[src/rtl/core/itoa_pkg.sv]
package itoa_pkg;

   // Default width of the converted integer.
   localparam int VALUE_WIDTH_DEFAULT = 32;

   // Radix register.
   localparam int RADIX_W = 6;
   localparam logic [RADIX_W-1:0] RADIX_RESET = 6'd10;
   localparam logic [RADIX_W-1:0] RADIX_MIN = 6'd2;
   localparam logic [RADIX_W-1:0] RADIX_MAX = 6'd36;
   localparam logic [RADIX_W-1:0] DECIMAL_BASE = 6'd10;

   // Character codes.
   localparam logic [7:0] CHAR_ZERO = 8'h30;
   localparam logic [7:0] CHAR_NINE = 8'h39;
   localparam logic [7:0] CHAR_LOWER_A = 8'h61;
   localparam logic [7:0] CHAR_LOWER_Z = 8'h7A;
   localparam logic [7:0] CHAR_MINUS = 8'h2D;

   // Dividend bits retired per divider cycle.
   localparam int DIV_STEPS = 8;

   // Entries in the queue between front and back.
   localparam int QUEUE_DEPTH = 2;

   // Back end sequencer.
   typedef enum logic [1:0] {
      B_IDLE,
      B_DIVIDE,
      B_SIGN,
      B_EMIT
   } back_state_type;

   // Maps a digit value 0..35 to '0'..'9' or 'a'..'z'.
   function automatic logic [7:0] digit_char(input logic [RADIX_W-1:0] d);
      logic [7:0] code;
      if (d > 6'd9) begin
         code = {2'b00, d} + (CHAR_LOWER_A - 8'd10);
      end else begin
         code = {2'b00, d} + CHAR_ZERO;
      end
      return code;
   endfunction

endpackage

[src/rtl/core/itoa_queue.sv]
module itoa_queue
   import itoa_pkg::*;
#(
   parameter int WIDTH = 39
) (
   input  logic             clock,
   input  logic             reset,
   input  logic             push,
   input  logic [WIDTH-1:0] push_data,
   output logic             full,
   input  logic             pop,
   output logic [WIDTH-1:0] pop_data,
   output logic             empty
);

   localparam int PTR_W = (QUEUE_DEPTH > 1) ? $clog2(QUEUE_DEPTH) : 1;
   localparam int CNT_W = $clog2(QUEUE_DEPTH + 1);

   logic [WIDTH-1:0] slot_ff [QUEUE_DEPTH];
   logic [PTR_W-1:0] wr_ptr_ff, wr_ptr_in;
   logic [PTR_W-1:0] rd_ptr_ff, rd_ptr_in;
   logic [CNT_W-1:0] count_ff, count_in;
   logic             do_push, do_pop;

   assign full     = (count_ff == CNT_W'(QUEUE_DEPTH));
   assign empty    = (count_ff == '0);
   assign pop_data = slot_ff[rd_ptr_ff];
   assign do_push  = push && !full;
   assign do_pop   = pop && !empty;

   // Pointer and fill count updates; pointers wrap at the depth.
   always_comb begin
      wr_ptr_in = wr_ptr_ff;
      rd_ptr_in = rd_ptr_ff;
      count_in  = count_ff;
      if (do_push) begin
         wr_ptr_in = (wr_ptr_ff == PTR_W'(QUEUE_DEPTH - 1)) ? '0 : wr_ptr_ff + 1'b1;
      end
      if (do_pop) begin
         rd_ptr_in = (rd_ptr_ff == PTR_W'(QUEUE_DEPTH - 1)) ? '0 : rd_ptr_ff + 1'b1;
      end
      if (do_push && !do_pop) begin
         count_in = count_ff + 1'b1;
      end else if (do_pop && !do_push) begin
         count_in = count_ff - 1'b1;
      end
   end

   always_ff @(posedge clock) begin
      if (reset) begin
         wr_ptr_ff <= '0;
         rd_ptr_ff <= '0;
         count_ff  <= '0;
      end else begin
         wr_ptr_ff <= wr_ptr_in;
         rd_ptr_ff <= rd_ptr_in;
         count_ff  <= count_in;
      end
   end

   // Storage needs no reset.
   always_ff @(posedge clock) begin
      if (do_push) begin
         slot_ff[wr_ptr_ff] <= push_data;
      end
   end

endmodule

[src/rtl/core/itoa_front.sv]
module itoa_front
   import itoa_pkg::*;
#(
   parameter int VALUE_WIDTH = VALUE_WIDTH_DEFAULT
) (
   input  logic                             clock,
   input  logic                             reset,
   input  logic                             start,
   output logic                             busy,
   input  logic [VALUE_WIDTH-1:0]           req_value,
   input  logic                             csr_valid,
   output logic                             csr_ready,
   input  logic [RADIX_W-1:0]               csr_radix,
   output logic                             push,
   output logic [VALUE_WIDTH+RADIX_W:0]     push_data,
   input  logic                             full
);

   logic [RADIX_W-1:0]     radix_ff;
   logic [RADIX_W-1:0]     base;
   logic                   negative;
   logic [VALUE_WIDTH-1:0] magnitude;

   // The radix register takes a write in any cycle.
   assign csr_ready = 1'b1;

   always_ff @(posedge clock) begin
      if (reset) begin
         radix_ff <= RADIX_RESET;
      end else if (csr_valid && csr_ready) begin
         radix_ff <= csr_radix;
      end
   end

   // Out-of-range radix values clamp to the nearest legal base.
   always_comb begin
      if (radix_ff < RADIX_MIN) begin
         base = RADIX_MIN;
      end else if (radix_ff > RADIX_MAX) begin
         base = RADIX_MAX;
      end else begin
         base = radix_ff;
      end
   end

   // Only base ten reads the value as signed; other bases see an unsigned word.
   assign negative  = (base == DECIMAL_BASE) && req_value[VALUE_WIDTH-1];
   assign magnitude = negative ? (~req_value + 1'b1) : req_value;

   assign busy      = full;
   assign push      = start && !full;
   assign push_data = {magnitude, negative, base};

endmodule

[src/rtl/core/itoa_back.sv]
module itoa_back
   import itoa_pkg::*;
#(
   parameter int VALUE_WIDTH = VALUE_WIDTH_DEFAULT
) (
   input  logic                         clock,
   input  logic                         reset,
   input  logic                         empty,
   input  logic [VALUE_WIDTH+RADIX_W:0] pop_data,
   output logic                         pop,
   output logic                         rsp_strobe,
   output logic [7:0]                   rsp_character,
   output logic                         rsp_last
);

   localparam int CHUNKS      = (VALUE_WIDTH + DIV_STEPS - 1) / DIV_STEPS;
   localparam int DIV_W       = CHUNKS * DIV_STEPS;
   localparam int CHUNK_CW    = (CHUNKS > 1) ? $clog2(CHUNKS) : 1;
   localparam int DIGIT_DEPTH = VALUE_WIDTH;
   localparam int DIGIT_AW    = $clog2(DIGIT_DEPTH);

   back_state_type         state_ff, state_in;
   logic [DIV_W-1:0]       work_ff, work_in;
   logic [RADIX_W-1:0]     rem_ff, rem_in;
   logic [RADIX_W-1:0]     base_ff, base_in;
   logic                   neg_ff, neg_in;
   logic [CHUNK_CW-1:0]    chunk_ff, chunk_in;
   logic [DIGIT_AW-1:0]    wr_ptr_ff, wr_ptr_in;
   logic [DIGIT_AW-1:0]    rd_ptr_ff, rd_ptr_in;
   logic                   rd_pend_ff, rd_pend_in;
   logic                   rd_last_ff, rd_last_in;
   logic [RADIX_W-1:0]     rd_data_ff;
   logic                   rsp_strobe_ff, rsp_strobe_in;
   logic [7:0]             rsp_char_ff, rsp_char_in;
   logic                   rsp_last_ff, rsp_last_in;
   logic [DIV_W-1:0]       div_work;
   logic [RADIX_W-1:0]     div_rem;
   logic                   mem_we, mem_re, sign_fire;
   logic [VALUE_WIDTH-1:0] pop_mag;
   logic                   pop_neg;
   logic [RADIX_W-1:0]     pop_base;
   logic [RADIX_W-1:0]     digit_mem [DIGIT_DEPTH];

   assign {pop_mag, pop_neg, pop_base} = pop_data;

   // Divider logic: restoring long division, several dividend bits per cycle.
   // The quotient shifts into the low end of the work word as the dividend leaves.
   always_comb begin
      logic [RADIX_W:0]   part;
      logic [DIV_W-1:0]   w;
      logic [RADIX_W-1:0] r;
      w = work_ff;
      r = rem_ff;
      for (int i = 0; i < DIV_STEPS; i++) begin
         part = {r, w[DIV_W-1]};
         w    = {w[DIV_W-2:0], 1'b0};
         if (part >= {1'b0, base_ff}) begin
            part = part - {1'b0, base_ff};
            w[0] = 1'b1;
         end
         r = part[RADIX_W-1:0];
      end
      div_work = w;
      div_rem  = r;
   end

   // Sequencer: load, divide digit by digit, optional sign, then read back.
   always_comb begin
      state_in  = state_ff;
      work_in   = work_ff;
      rem_in    = rem_ff;
      base_in   = base_ff;
      neg_in    = neg_ff;
      chunk_in  = chunk_ff;
      wr_ptr_in = wr_ptr_ff;
      rd_ptr_in = rd_ptr_ff;
      pop       = 1'b0;
      mem_we    = 1'b0;
      mem_re    = 1'b0;
      sign_fire = 1'b0;
      unique case (state_ff)
         B_IDLE: begin
            if (!empty) begin
               pop       = 1'b1;
               work_in   = DIV_W'(pop_mag);
               rem_in    = '0;
               base_in   = pop_base;
               neg_in    = pop_neg;
               chunk_in  = '0;
               wr_ptr_in = '0;
               state_in  = B_DIVIDE;
            end
         end
         B_DIVIDE: begin
            work_in  = div_work;
            rem_in   = div_rem;
            chunk_in = chunk_ff + 1'b1;
            if (chunk_ff == CHUNK_CW'(CHUNKS - 1)) begin
               // Digit complete: store the remainder, go on with the quotient.
               mem_we   = 1'b1;
               chunk_in = '0;
               rem_in   = '0;
               if (div_work == '0) begin
                  rd_ptr_in = wr_ptr_ff;
                  state_in  = B_SIGN;
               end else begin
                  wr_ptr_in = wr_ptr_ff + 1'b1;
               end
            end
         end
         B_SIGN: begin
            sign_fire = neg_ff;
            state_in  = B_EMIT;
         end
         B_EMIT: begin
            // Digits were stored least significant first; read them back in reverse.
            mem_re    = 1'b1;
            rd_ptr_in = rd_ptr_ff - 1'b1;
            if (rd_ptr_ff == '0) begin
               state_in = B_IDLE;
            end
         end
         default: begin
            state_in = B_IDLE;
         end
      endcase
   end

   // Output stage is fed either by the sign or by a digit read in the cycle before.
   assign rd_pend_in    = mem_re;
   assign rd_last_in    = mem_re && (rd_ptr_ff == '0);
   assign rsp_strobe_in = sign_fire || rd_pend_ff;
   assign rsp_char_in   = sign_fire ? CHAR_MINUS : digit_char(rd_data_ff);
   assign rsp_last_in   = !sign_fire && rd_pend_ff && rd_last_ff;

   always_ff @(posedge clock) begin
      if (reset) begin
         state_ff      <= B_IDLE;
         rd_pend_ff    <= 1'b0;
         rsp_strobe_ff <= 1'b0;
         rsp_last_ff   <= 1'b0;
      end else begin
         state_ff      <= state_in;
         rd_pend_ff    <= rd_pend_in;
         rsp_strobe_ff <= rsp_strobe_in;
         rsp_last_ff   <= rsp_last_in;
      end
   end

   // Datapath registers need no reset.
   always_ff @(posedge clock) begin
      work_ff     <= work_in;
      rem_ff      <= rem_in;
      base_ff     <= base_in;
      neg_ff      <= neg_in;
      chunk_ff    <= chunk_in;
      wr_ptr_ff   <= wr_ptr_in;
      rd_ptr_ff   <= rd_ptr_in;
      rd_last_ff  <= rd_last_in;
      rsp_char_ff <= rsp_char_in;
   end

   // Digit store with a registered read port.
   always_ff @(posedge clock) begin
      if (mem_we) begin
         digit_mem[wr_ptr_ff] <= div_rem;
      end
      if (mem_re) begin
         rd_data_ff <= digit_mem[rd_ptr_ff];
      end
   end

   assign rsp_strobe    = rsp_strobe_ff;
   assign rsp_character = rsp_char_ff;
   assign rsp_last      = rsp_last_ff;

endmodule

[src/rtl/core/integer_to_ascii_any_base_core.sv]
// Channel   | Ports                                   | Transfer
// ----------+-----------------------------------------+-------------------------------
// request   | start, busy, req_value                  | start high while busy low
// response  | rsp_strobe, rsp_character, rsp_last     | strobe high for one cycle
// register  | csr_valid, csr_ready, csr_radix         | valid and ready both high
//
// For each item the back end loads it, runs the divider over the whole word once per digit
// (eight dividend bits per cycle), spends a sign step, then reads the digits back; the
// divider loop sets the pace, and the last character leaves through the read data and
// output registers after the last read.
// A two-entry queue lets up to two further items be taken while one converts.
// Reset is synchronous and restores base ten; the digit store is not cleared.
// The receiver cannot stall: each character is shown for exactly one cycle.
module integer_to_ascii_any_base_core
   import itoa_pkg::*;
#(
   parameter int VALUE_WIDTH = VALUE_WIDTH_DEFAULT
) (
   input  logic                   clock,
   input  logic                   reset,
   input  logic                   start,
   output logic                   busy,
   input  logic [VALUE_WIDTH-1:0] req_value,
   output logic                   rsp_strobe,
   output logic [7:0]             rsp_character,
   output logic                   rsp_last,
   input  logic                   csr_valid,
   output logic                   csr_ready,
   input  logic [RADIX_W-1:0]     csr_radix
);

   localparam int ENTRY_W = VALUE_WIDTH + RADIX_W + 1;

   logic               push, full, pop, empty;
   logic [ENTRY_W-1:0] push_data, pop_data;

   // Front end: radix register, sign handling, magnitude.
   itoa_front #(
      .VALUE_WIDTH(VALUE_WIDTH)
   ) u_front (
      .clock     (clock),
      .reset     (reset),
      .start     (start),
      .busy      (busy),
      .req_value (req_value),
      .csr_valid (csr_valid),
      .csr_ready (csr_ready),
      .csr_radix (csr_radix),
      .push      (push),
      .push_data (push_data),
      .full      (full)
   );

   // Queue of classified items.
   itoa_queue #(
      .WIDTH(ENTRY_W)
   ) u_queue (
      .clock     (clock),
      .reset     (reset),
      .push      (push),
      .push_data (push_data),
      .full      (full),
      .pop       (pop),
      .pop_data  (pop_data),
      .empty     (empty)
   );

   // Back end: digit division and character output.
   itoa_back #(
      .VALUE_WIDTH(VALUE_WIDTH)
   ) u_back (
      .clock         (clock),
      .reset         (reset),
      .empty         (empty),
      .pop_data      (pop_data),
      .pop           (pop),
      .rsp_strobe    (rsp_strobe),
      .rsp_character (rsp_character),
      .rsp_last      (rsp_last)
   );

endmodule

[config.mk]
export PLATFORM = sky130hd
export DESIGN_NAME = integer_to_ascii_any_base_core
export DESIGN_NICKNAME = d
export VERILOG_FILES = /design/src/rtl/core/itoa_pkg.sv /design/src/rtl/core/itoa_queue.sv /design/src/rtl/core/itoa_front.sv /design/src/rtl/core/itoa_back.sv /design/src/rtl/core/integer_to_ascii_any_base_core.sv
export SDC_FILE = /design/constraint.sdc
export NUM_CORES = 1
export LEC_CHECK = 0
export BUFFER_PORTS_ARGS = -buffer_cell sky130_fd_sc_hd__buf_2
export CORE_MARGIN = 4
export CORE_UTILIZATION = 36
export CTS_CLUSTER_SIZE = 12
export DETAILED_ROUTE_END_ITERATION = 7
export GPL_TIMING_DRIVEN = 0
export RECOVER_POWER = 50
export SLEW_MARGIN = 30
export SYNTH_ARGS = -nofsm -noshare
export SYNTH_HDL_FRONTEND = slang
export SYNTH_SLANG_ARGS = --single-unit
export TNS_END_PERCENT = 50
[constraint.sdc]
create_clock -name clock -period 19.7 [get_ports clock]
set_input_delay 0.985 -clock clock [delete_from_list [all_inputs] [get_ports clock]]
set_output_delay 0.985 -clock clock [all_outputs]
set_load 0.005 [all_outputs]
==> impl_metrics.ini, run 1 <==
[clocking]
numCtsBuffers = 39
clk_pin_slew_ps = 60
cts.htree.levels = 2
cts_tree = yes
postCtsHoldBufs = 0
clkLatencyLatePin_ps = 550
cts.sinks = 358
root_buffer = clkbuf_16
cts_max_path_buffers = 3

[setup_path]
cp-startpoint = u_back.base_ff[4]
path_class = reg -> reg
slowest_stage = a2111oi_4
crit_fanout = 16
r2r_start = u_back.base_ff[4]
ff2ff_path_depth = 77
crit_end = u_back.digit_mem[1][1]
r2r_slack_ps = 1080
crit_arrival_ps = 18880
start_kind = register
cp-end-kind = register
cpPeakStageDelay_ps = 440
r2r-end = u_back.digit_mem[1][1]
cp.required_ps = 19960

[grt]
grt_first_pass_wirelength_um = 62290
grt-ovfl-total = 0
antenna_found_initial = 0
grt_start_max_net_pins = 33
grt_pass1_vias = 10990
grt_usage_pct = 15.00

[synth]
synth_warnings = 0
yosysTopAreaCellShare_pct = 56.63
synthTopCellsByCount = 333 x edfxtp_1, 107 x nor2_1, 94 x nand2_1
syn_nets = 1403
synth-seq-cells = 358
synth_cell_type_count = 78
synth_edf_count = 333
syn-instance-count = 1286
synth_area_um2 = 17660
yosysMostFrequentCell = edfxtp_1
synth_fa_ha_area_share_pct = 5.654
synth_xor_area_share_pct = 3.224
synth.area.mux_share_pct = 12.02
yosys.area_share.simple_pct = 9.119
synth_compound_area_share_pct = 8.035
synthTopCellsByArea = edfxtp_1 57%, mux4_2 7.7%, ha_1 4.7%
async_flop_share_pct = 0
synth_top_family_by_area = multiplexers
yosysSeqAreaShare_pct = 59.46
syn_avg_cell_area_um2 = 13.73
yosysTopAreaCell = edfxtp_1
synth_ff_type = edfxtp_1

[die]
die_w_um = 229.5
initial_utilization_pct = 36.68
num_io_pins = 54
die_y_um = 229.5
core_area_um2 = 48150
dieArea_um2 = 52660
placement_rows = 80

[timing]
hold_ws_ps = 500.1
finalSetupViolCount = 0
fin_crit_sh_pct = 94.53
worst_pin_slew_ps = 2681
slew_headroom_pct = -80.65
slew_violations = 37
fin_crit_ps = 18620
hold_viol_final = 0
skew_ps = 13.76
worst_slack_ps = 1078
max_freq_mhz = 53.70
grt_setup_unrepaired = false

[placed_design]
dpl-instance-area_um2 = 18910
io_buffers = 50
place_ws_ps = -1180
gp_congestion = 0.8587
dpl.hpwl_um = 28620

[routing]
drt-total-wl_um = 40190
drt-initial-drc-count = 834
ant_nets = 0
vias = 10870
drtPass1Iterations = 5
avgViaCountPerCell = 5.225
drc_errors = 0
wire_per_inst_um = 19.32

[finish]
stdcell_area_um2 = 20270
diodes = 0
layout-drive-gt1-share_pct = 17.13
num-nets-final = 1518
area_growth_pct = 14.81

[outcome]
violations = capacitance limit, slew limit
status = finished, violations left

[min_path]
hp-class = reg -> reg

[job]
maxCapViolations = 2
[sequential cells by signal, summed over array words and instances (netlist names), 2 cells and up, named ones only]
| name | flops |
|---|---|
| u_back.rd_data_ff | 6 |
| u_back.digit_mem | 192 |
| u_queue.slot_ff | 78 |
| u_back.rem_ff | 6 |
| u_front.radix_ff | 6 |
| u_queue.count_ff | 2 |
| u_back.base_ff | 6 |
| u_back.rsp_character | 8 |
| u_back.chunk_ff | 2 |
| u_back.state_ff | 2 |
| u_back.work_ff | 32 |
| u_back.rd_ptr_ff | 5 |
| u_back.wr_ptr_ff | 5 |
[worst max-delay path: cells and delay by family (launching register included)]
kind	cells	cell delay, ps
AO/OA/AOI/OAI	39	9420
AND/OR/NAND/NOR	16	2980
adder cells (fa/ha/maj)	8	2410
multiplexers	5	1700
buffers and inverters	9	1400
flip-flops	1	380
[kinds of logic (layout without fill, tap and decap cells)]
logic type,after synthesis,count (layout)
multiplexers,134,135
flip-flops,358,358
AO/OA/AOI/OAI,212,212
adder cells (fa/ha/maj),75,75
AND/OR/NAND/NOR,335,335
buffers and inverters,106,243
XOR/XNOR,65,65
other,1,1
[worst min-delay path by stage]
stage                              from             endpoint  slack (ps)  cells after the start
global placement    u_front.radix_ff[0]  u_front.radix_ff[0]         480                      2
floorplan             u_back.rd_last_ff      u_back.rsp_last         410                      2
finish                u_back.rd_last_ff      u_back.rsp_last         500                      2
global route          u_back.rd_pend_ff      u_back.rsp_last         520                      2
CTS                   u_back.rd_last_ff      u_back.rsp_last         510                      2
detailed placement  u_front.radix_ff[0]  u_front.radix_ff[0]         490                      2
[final cells by class]
cell class                 count  area [um2]
clock inverter                18       170.2
sequential                   358       10500
multi-input combinational    823        6880
fill                        4351       27870
clock buffer                  46        1002
buffer                        53       239.0
tap                          656       820.8
timing repair buffer          73       442.9
inverter                      53       217.7
[routing by layer]
| metal | part of all wire, % | track usage [%] | up-vias |
|---|---|---|---|
| li1 | - | - | 5110 |
| met1 | 47 | 21.34 | 5444 |
| met2 | 46 | 24.17 | 267 |
| met3 | 5.2 | 2.311 | 48 |
| met4 | 1.8 | 3.899 | 0 |
| met5 | 0 | 0 | - |
[placed cells by master (no fill, tap or decap), types with 18 or more instances in the layout]
cell type,n
buf_4,18
nand2_1,93
edfxtp_1,333
clkbuf_1,62
dfxtp_1,25
a21oi_1,40
nor2_1,106
mux4_2,60
nor2b_1,24
o21ai_0,65
inv_1,48
buf_2,43
xor2_1,28
mux2i_1,45
clkbuf_16,39
xnor2_1,37
ha_1,66
mux2_2,18
[timing repair]
item                                    CTS  global route
pin swaps                                 0             4
gates resized for setup                   5            28
gates cloned                              0             1
setup buffers                             1            15
endpoints found under the setup margin  211           211
[stage by stage]
step                      setup TNS [ps]  cells  util (%)
after CTS                              0   2064     41.77
after floorplan                        0   1286         -
after global routing                   0   2080     42.11
after detailed placement         -203950   1999     39.28
after global placement           -267090   1992     38.90
final                                  0   2080     42.11
Power of run 1 is not shown: default switching activity piles up to over one toggle a cycle in this logic, so the estimate is an artifact.
==> inputs of run 2 (changes only) <==
- REMOVE_ABC_BUFFERS: default -> 1
==> run 2 against run 1 <==
The run still ends with capacitance limit, slew limit left. Final cell count fell by 2.0%. Global-route usage down 0.28 points. Flip-flop and latch count unchanged. Utilization down 0.26 points. Design area down 0.62%. Critical path depth shrank 5. Sequential share of layout area grew 0.32 points. Clock skew shrank 2.1 ps. Critical endpoint is now u_back.digit_mem[5][1].
==> impl_metrics.ini, run 2 (synthesis results as in run 1) <==
[outcome]
status = finished, violations left
violations = capacitance limit, slew limit

[setup_path]
slowest_stage = ha_1
crit_fanout = 32
crit_family = compound AO/OA/AOI/OAI gates
cpPeakStageDelay_ps = 550
crit_arrival_ps = 18790
r2r-end = u_back.digit_mem[5][1]
cp.required_ps = 19900
r2r_start = u_back.base_ff[2]
ff2ff_path_depth = 72
cp-end-kind = register
cp_common_cell = ha_1
r2r_slack_ps = 1120
start_kind = register
path_buf_inv = 4
path_class = reg -> reg

[die]
dieArea_um2 = 52660
initial_utilization_pct = 36.68
placement_rows = 80
num_io_pins = 54
die_y_um = 229.5
die_w_um = 229.5
core_area_um2 = 48150

[timing]
slew_violations = 125
tns_ps = 0
max_freq_mhz = 53.81
finalSetupViolCount = 0
slew_headroom_pct = -73.10
skew_ps = 11.71
worst_pin_slew_ps = 2596
fin_crit_sh_pct = 94.34
fin_crit_ps = 18580
hold_ws_ps = 422.5
hold_viol_final = 0

[finish]
top_register = u_back.digit_mem
num-nets-final = 1475
final_common_cell = edfxtp_1
top_regs = u_back.digit_mem (192), u_queue.slot_ff (78), u_back.work_ff (32)
largest_reg_flops = 192
layout-drive-gt1-share_pct = 17.43
fin_util_pct = 41.85
area_growth_pct = 14.09
diodes = 0
final_cell_mix = 333 x edfxtp_1, 106 x nor2_1, 93 x nand2_1, 66 x ha_1, 64 x o21ai_0

[placed_design]
gp_congestion = 0.8435
io_buffers = 52
dpl.hpwl_um = 27290

[clocking]
postCtsHoldBufs = 0
cts_max_path_buffers = 3
clk_pin_slew_ps = 60
clkLatencyLatePin_ps = 520
cts_tree = yes
cts.htree.levels = 2
root_buffer = clkbuf_16
cts.sinks = 358
numCtsBuffers = 39

[routing]
drtPass1Iterations = 7
ant_nets = 0
drt-total-wl_um = 39350
drc_errors = 0
avgViaCountPerCell = 5.240
drt-initial-drc-count = 1000
wire_per_inst_um = 19.30
vias = 10690

[grt]
antenna_found_initial = 2
grt_pass1_vias = 10580
grt_start_max_net_pins = 70
grt_usage_pct = 14.72
grt_first_pass_wirelength_um = 61180
grt-ovfl-total = 0

[min_path]
min-delay-start = u_back.rd_last_ff
hold_path_depth = 2
min_to = u_back.rsp_last
hp-class = reg -> reg

[job]
maxCapViolations = 3
## run 2: what timing repair did
item	CTS	global route
hold endpoints to repair	0	0
pin swaps	1	1
resized for setup	9	18
setup buffers	3	9
setup endpoints to repair	211	211
## run 2: area by class of cell
type | count | area (um2)
Fill cell | 4376 | 28000
Tap cell | 656 | 820.8
Clock buffer | 53 | 1071
Sequential cell | 358 | 10500
Inverter | 53 | 210.2
Timing Repair Buffer | 84 | 594.3
Clock inverter | 13 | 87.58
Multi-Input combinational cell | 822 | 6863
## run 2: how the worst max path moves through the flow
stage | startpoint | end | slack (ps) | depth (start not counted)
floorplan | u_back.base_ff[1] | u_back.digit_mem[0][0] | 1980 | 72
CTS | u_back.base_ff[4] | u_back.digit_mem[5][1] | 1 | 72
global placement | u_back.base_ff[1] | u_back.digit_mem[10][0] | -2670 | 70
global route | u_back.base_ff[2] | u_back.wr_ptr_ff[4] | -70 | 76
detailed placement | u_back.base_ff[1] | u_back.digit_mem[11][1] | -1490 | 70
finish | u_back.base_ff[2] | u_back.digit_mem[5][1] | 1120 | 72
## run 2: worst min-delay path, cell delays in order (launching register included)
cell	delay [ps]
dfxtp_1	290
nand2_1	50
nor3_1	40
## run 2: routing by layer
layer	global-route usage (%)	part of all wire, %	vias up
met5	0	0.051	-
met4	3.480	1.6	4
met3	2.845	6.3	50
met2	23.03	46	317
met1	21.31	46	5287
li1	-	-	5027
## run 2: stage by stage
step	setup slack, ps	instance area, um2	instances
6_report	1116	20150	2039
5_1_grt	-70.37	20150	2039
4_1_cts	1.330	20120	2029
3_5_place_dp	-1485	18900	1960
3_3_place_gp	-2666	18500	1941
2_1_floorplan	1982	17420	1233
Power of run 2 is left out for the same reason.
